### src/rtl/core/ramrc_ram.sv
// Generic single write port, single read port RAM with registered read data.
// No dependencies.
module ramrc_ram #(
  parameter int unsigned WIDTH = 8,
  parameter int unsigned DEPTH = 16
) (
  input  logic                     clk_i,
  input  logic                     we_i,
  input  logic [$clog2(DEPTH)-1:0] waddr_i,
  input  logic [WIDTH-1:0]         wdata_i,
  input  logic [$clog2(DEPTH)-1:0] raddr_i,
  output logic [WIDTH-1:0]         rdata_o
);

  logic [WIDTH-1:0] mem_q [DEPTH];

  always_ff @(posedge clk_i) begin
    if (we_i) begin
      mem_q[waddr_i] <= wdata_i;
    end
    rdata_o <= mem_q[raddr_i];
  end

endmodule

### config.mk
export PLATFORM = sky130hd
export DESIGN_NAME = ramrc_ram
export DESIGN_NICKNAME = d
export VERILOG_FILES = /design/src/rtl/core/ramrc_ram.sv
export SDC_FILE = /design/constraint.sdc
export NUM_CORES = 1
export LEC_CHECK = 0
export BUFFER_PORTS_ARGS = -buffer_cell sky130_fd_sc_hd__buf_2
export CORE_ASPECT_RATIO = 1.5
export CORE_UTILIZATION = 54
export DETAILED_ROUTE_END_ITERATION = 10
export GPL_ROUTABILITY_DRIVEN = 0
export HOLD_SLACK_MARGIN = 0.02
export PLACE_DENSITY = 0.74
export SLEW_MARGIN = 20
export SYNTH_ARGS = -nofsm -noshare
export SYNTH_HDL_FRONTEND = slang
export SYNTH_SLANG_ARGS = --single-unit
### constraint.sdc
create_clock -name clk_i -period 2 [get_ports clk_i]
set_clock_uncertainty 0.2 [all_clocks]
set_input_delay 0.2 -clock clk_i [delete_from_list [all_inputs] [get_ports clk_i]]
set_output_delay 0.2 -clock clk_i [all_outputs]
set_load 0.1 [all_outputs]
Yosys cells after proc, flatten, opt, wreduce, memory -nomap -nowiden
Memories as Yosys holds them, arrays and structs flattened. A register that Yosys moved wholly into a read port is not among the register bits.
Index checks and enable logic that the tools add are counted.
- bits in registers: 0
- latch bits: 0
- bits in writable memories: 128
- ROM bits: 0
- input bits: 18
- output and inout bits: 8
- logic and storage cells: 3
- memories: 1
- memories (name ; depth ; bits a word ; rd ports ; clocked after memory_dff ; wr ports ; RTL line ; source):
    mem_q ; 16 ; 8 ; 1 ; 1 ; 1 ; 15 ; logic [WIDTH-1:0] mem_q [DEPTH];
- $add $sub $neg: 0
- multiply operators: 0
- div/mod/pow operators: 0
- order comparisons: 0
- eq/ne operators: 0
- shift-type cells: 0
- multiplexer cells: 2
- bitwise logic cells: 0
- reductions and logical operators: 0
- operators by type and width (operator ; count):
    1-bit 2-to-1 mux ; 2

Logic depth before layout (Yosys ltp)
- depth in word-level cells: 2
- mapped depth: 5
- depth with buffers taken out: 3

Worst setup path after synthesis
OpenSTA, ideal clock, no wires.
- path kind: input -> register
- from: in waddr_i[2]
- to: mem mem_q[0][0] (enable)
- library setup time: 0.383 ns
- arrival time: 1.310 ns
- data required time: 1.417 ns
- setup slack: 0.107 ns
- stages on the path: 2
- buffers on the path: 0
- cell sequence: or3b_2 -> nor3_1
- RTL lines (what ; RTL line ; source):
    start, declared ; 9 ; input logic [$clog2(DEPTH)-1:0] waddr_i,
    end, declared ; 15 ;
Straight into the memory's write port.

Worst setup path after layout
- from: reg rdata_o[7], read port of mem_q
- to: out rdata_o[7]
- RTL lines (what ; RTL line ; source):
    start, declared ; 12 ; output logic [WIDTH-1:0] rdata_o
No word-level cell between the ends.

==> flow_summary.toml <==
[power]
power.leakage_nw = 2.19
pwr-share-comb = 0.062
ir_drop_mv = 0.912
p_int_mw = 5.68
swShare = 0.207
p_switching_mw = 1.48
pwr_density_cell_mw_per_mm2 = 1140
p_seq_frac = 0.448
power_frac_clock = 0.490
power.total_mw = 7.16

[sta]
max_freq_ghz = 0.628
setup_viol = 0
rsz0062_at_grt = "false"
post-route-period-util = 0.796
timing.hold.ws_ns = 0.0840
finalHoldViolations = 0
setup-tns-final_ns = 0
worst_pin_slew_ns = 0.504
layout_setup_ws_ns = 0.407
fin_crit_ns = 1.59
report.final.slew_viol_count = 0
relSlewSlack = 0.666

[logic_synthesis]
ys_ff_latch = 136
ys_types = 19
avgSynthCellArea_um2 = 22.5
ys_seq_area_frac = 0.778
synthesis.nets = 247
syn-cell-area_mm2 = 0.00515
synth_cells = 229
yosysWarningCount = 0

[cts]
insertion_delay_ns = 0.41
cts_tree = "done"
cts_buffer_depth = 2
cts_sinks = 136
htreeDepth = 4
cts_buffers = 17
clkTransAtPathRegs_ns = 0.05
cts_root_buf = "clkbuf_16"

[floorplanning]
die_area_mm2 = 0.00993
start_util = 0.556
die_x_um = 81.7
fp-row-count = 43
ios = 26
coreArea_mm2 = 0.00925
die_y_um = 122

[routing]
wire_per_inst_um = 23.8
vias = 2517
viasPerCell = 5.99
dr.pass1.iters = 4
postRouteAntennaNets = 0
wl_um = 9980
drt-initial-drc-count = 164
drc = 0

[final_layout]
num-fill-cells = 600
final_cell_mix = "edfxtp_1 (128), buf_2 (25), buf_4 (22), mux4_2 (18), clkbuf_16 (17)"
syn_to_final_growth_pct = 22.1
nNetsFinal = 313
final_common_cell = "edfxtp_1"
stdcell_area_mm2 = 0.00628
n_antenna_cell = 0
drive_gt1_frac = 0.321
final_cell_count_no_fill = 420
fin_util = 0.679

[worst_setup_path]
crit_buf_inv = 1
cp.arrival_ns = 1.19
worstSetupEndpointType = "primary output"
cp_max_fo = 1
rrSetupSlack_ns = 0.41
crit_path_cell_trace = "buf_2"
critPathKind = "reg2out"
worst_path_largest_cell_delay_ns = 0.44
slowest_stage = "buf_2"
startpoint_type = "register"
cp_data_required_time_ns = 1.60
critPathTopFamily = "buffers and inverters"

[status]
outcome = "complete, no violations"

[placement]
post-place-ws_ns = 0.160
io_buffers = 25
place_area_mm2 = 0.00553
hpwl_um = 6450
dp_cells = 380

[global_route]
grt_pass1_wl_um = 14900
grt_pass1_vias = 2652
grt-ovfl-total = 0
grt_max_degree = 33
antenna_found_initial = 0
grtUsageTotal = 0.229

[hold_path]
hold_path.class = "in2reg"

[run]
maxCapViolCount = 0
==> layer usage <==
metal | global-route usage | up-vias | part of all wire
met5 | 0 | - | 0
met4 | 0.0965 | 0 | 0.024
met3 | 0.0659 | 15 | 0.038
met2 | 0.373 | 79 | 0.54
met1 | 0.285 | 1315 | 0.39
li1 | - | 1108 | -
==> cell type report <==
class                   instances  area (um2)  share of cell area
clock buffers                  18         429              0.0683
clock inverters                14         244              0.0388
multi-input cells              83        1060               0.168
flip-flops and latches        136        4000               0.637
well taps                     112         140              0.0223
repair buffers                 57         410              0.0653
==> power groups by stage <==
stage / logic (mW) / registers [mW] / clock network (mW)
2_1_floorplan: 0.162 / 3.40 / 0
3_3_place_gp: 0.429 / 3.27 / 0
3_5_place_dp: 0.437 / 3.27 / 0
4_1_cts: 0.451 / 3.21 / 3.53
5_1_grt: 0.470 / 3.21 / 3.67
6_report: 0.447 / 3.21 / 3.51
==> logic make-up (layout without fill, tap and decap cells) <==
| family | Yosys count | count (layout) | share of synthesized area |
|---|---|---|---|
| simple gates | 35 | 35 | 0.0318 |
| mux | 32 | 32 | 0.150 |
| compound gates | 16 | 16 | 0.0233 |
| buf+inv | 10 | 89 | 0.0168 |
| flops | 136 | 136 | 0.778 |
==> Yosys cell counts <==
master,n,share of area
edfxtp_1,128,0.75
mux4_2,18,0.079
a22oi_1,16,0.023
mux4_1,14,0.071
nor2_1,13,0.0095
nand2_1,9,0.0066
dfxtp_1,8,0.031
nor3_1,4,0.0039
buf_2,3,0.0029
buf_6,3,0.0066
clkdlybuf4s25_2,3,0.0058
nand2b_1,2,0.0024
nand3b_1,2,0.0029
and2_1,1,0.0012
and2b_1,1,0.0015
buf_4,1,0.0015
nand3_1,1,0.00097
nor2b_1,1,0.0012
or3b_2,1,0.0017
==> worst paths after layout <==
path,startpoint,to,cells after the start
setup / recovery,rdata_o[7],rdata_o[7],1
hold / removal,waddr_i[3],mem_q[3][4],3
setup reg to reg,mem_q[0][0],rdata_o[0],3
hold reg to reg,mem_q[4][5],rdata_o[5],3
==> registers in the layout, summed over array words and instances, names as in the netlist <==
register and count:
rdata_o 8, mem_q 128
==> timing repair <==
item / 4_1_cts / 5_1_grt
setup buffers: 0 / 0
setup endpoints to repair: 0 / 0
hold buffers: 8 / 0
resized for setup: 0 / 0
hold endpoints to repair: 128 / 0
(Power assumes the default switching activity.)
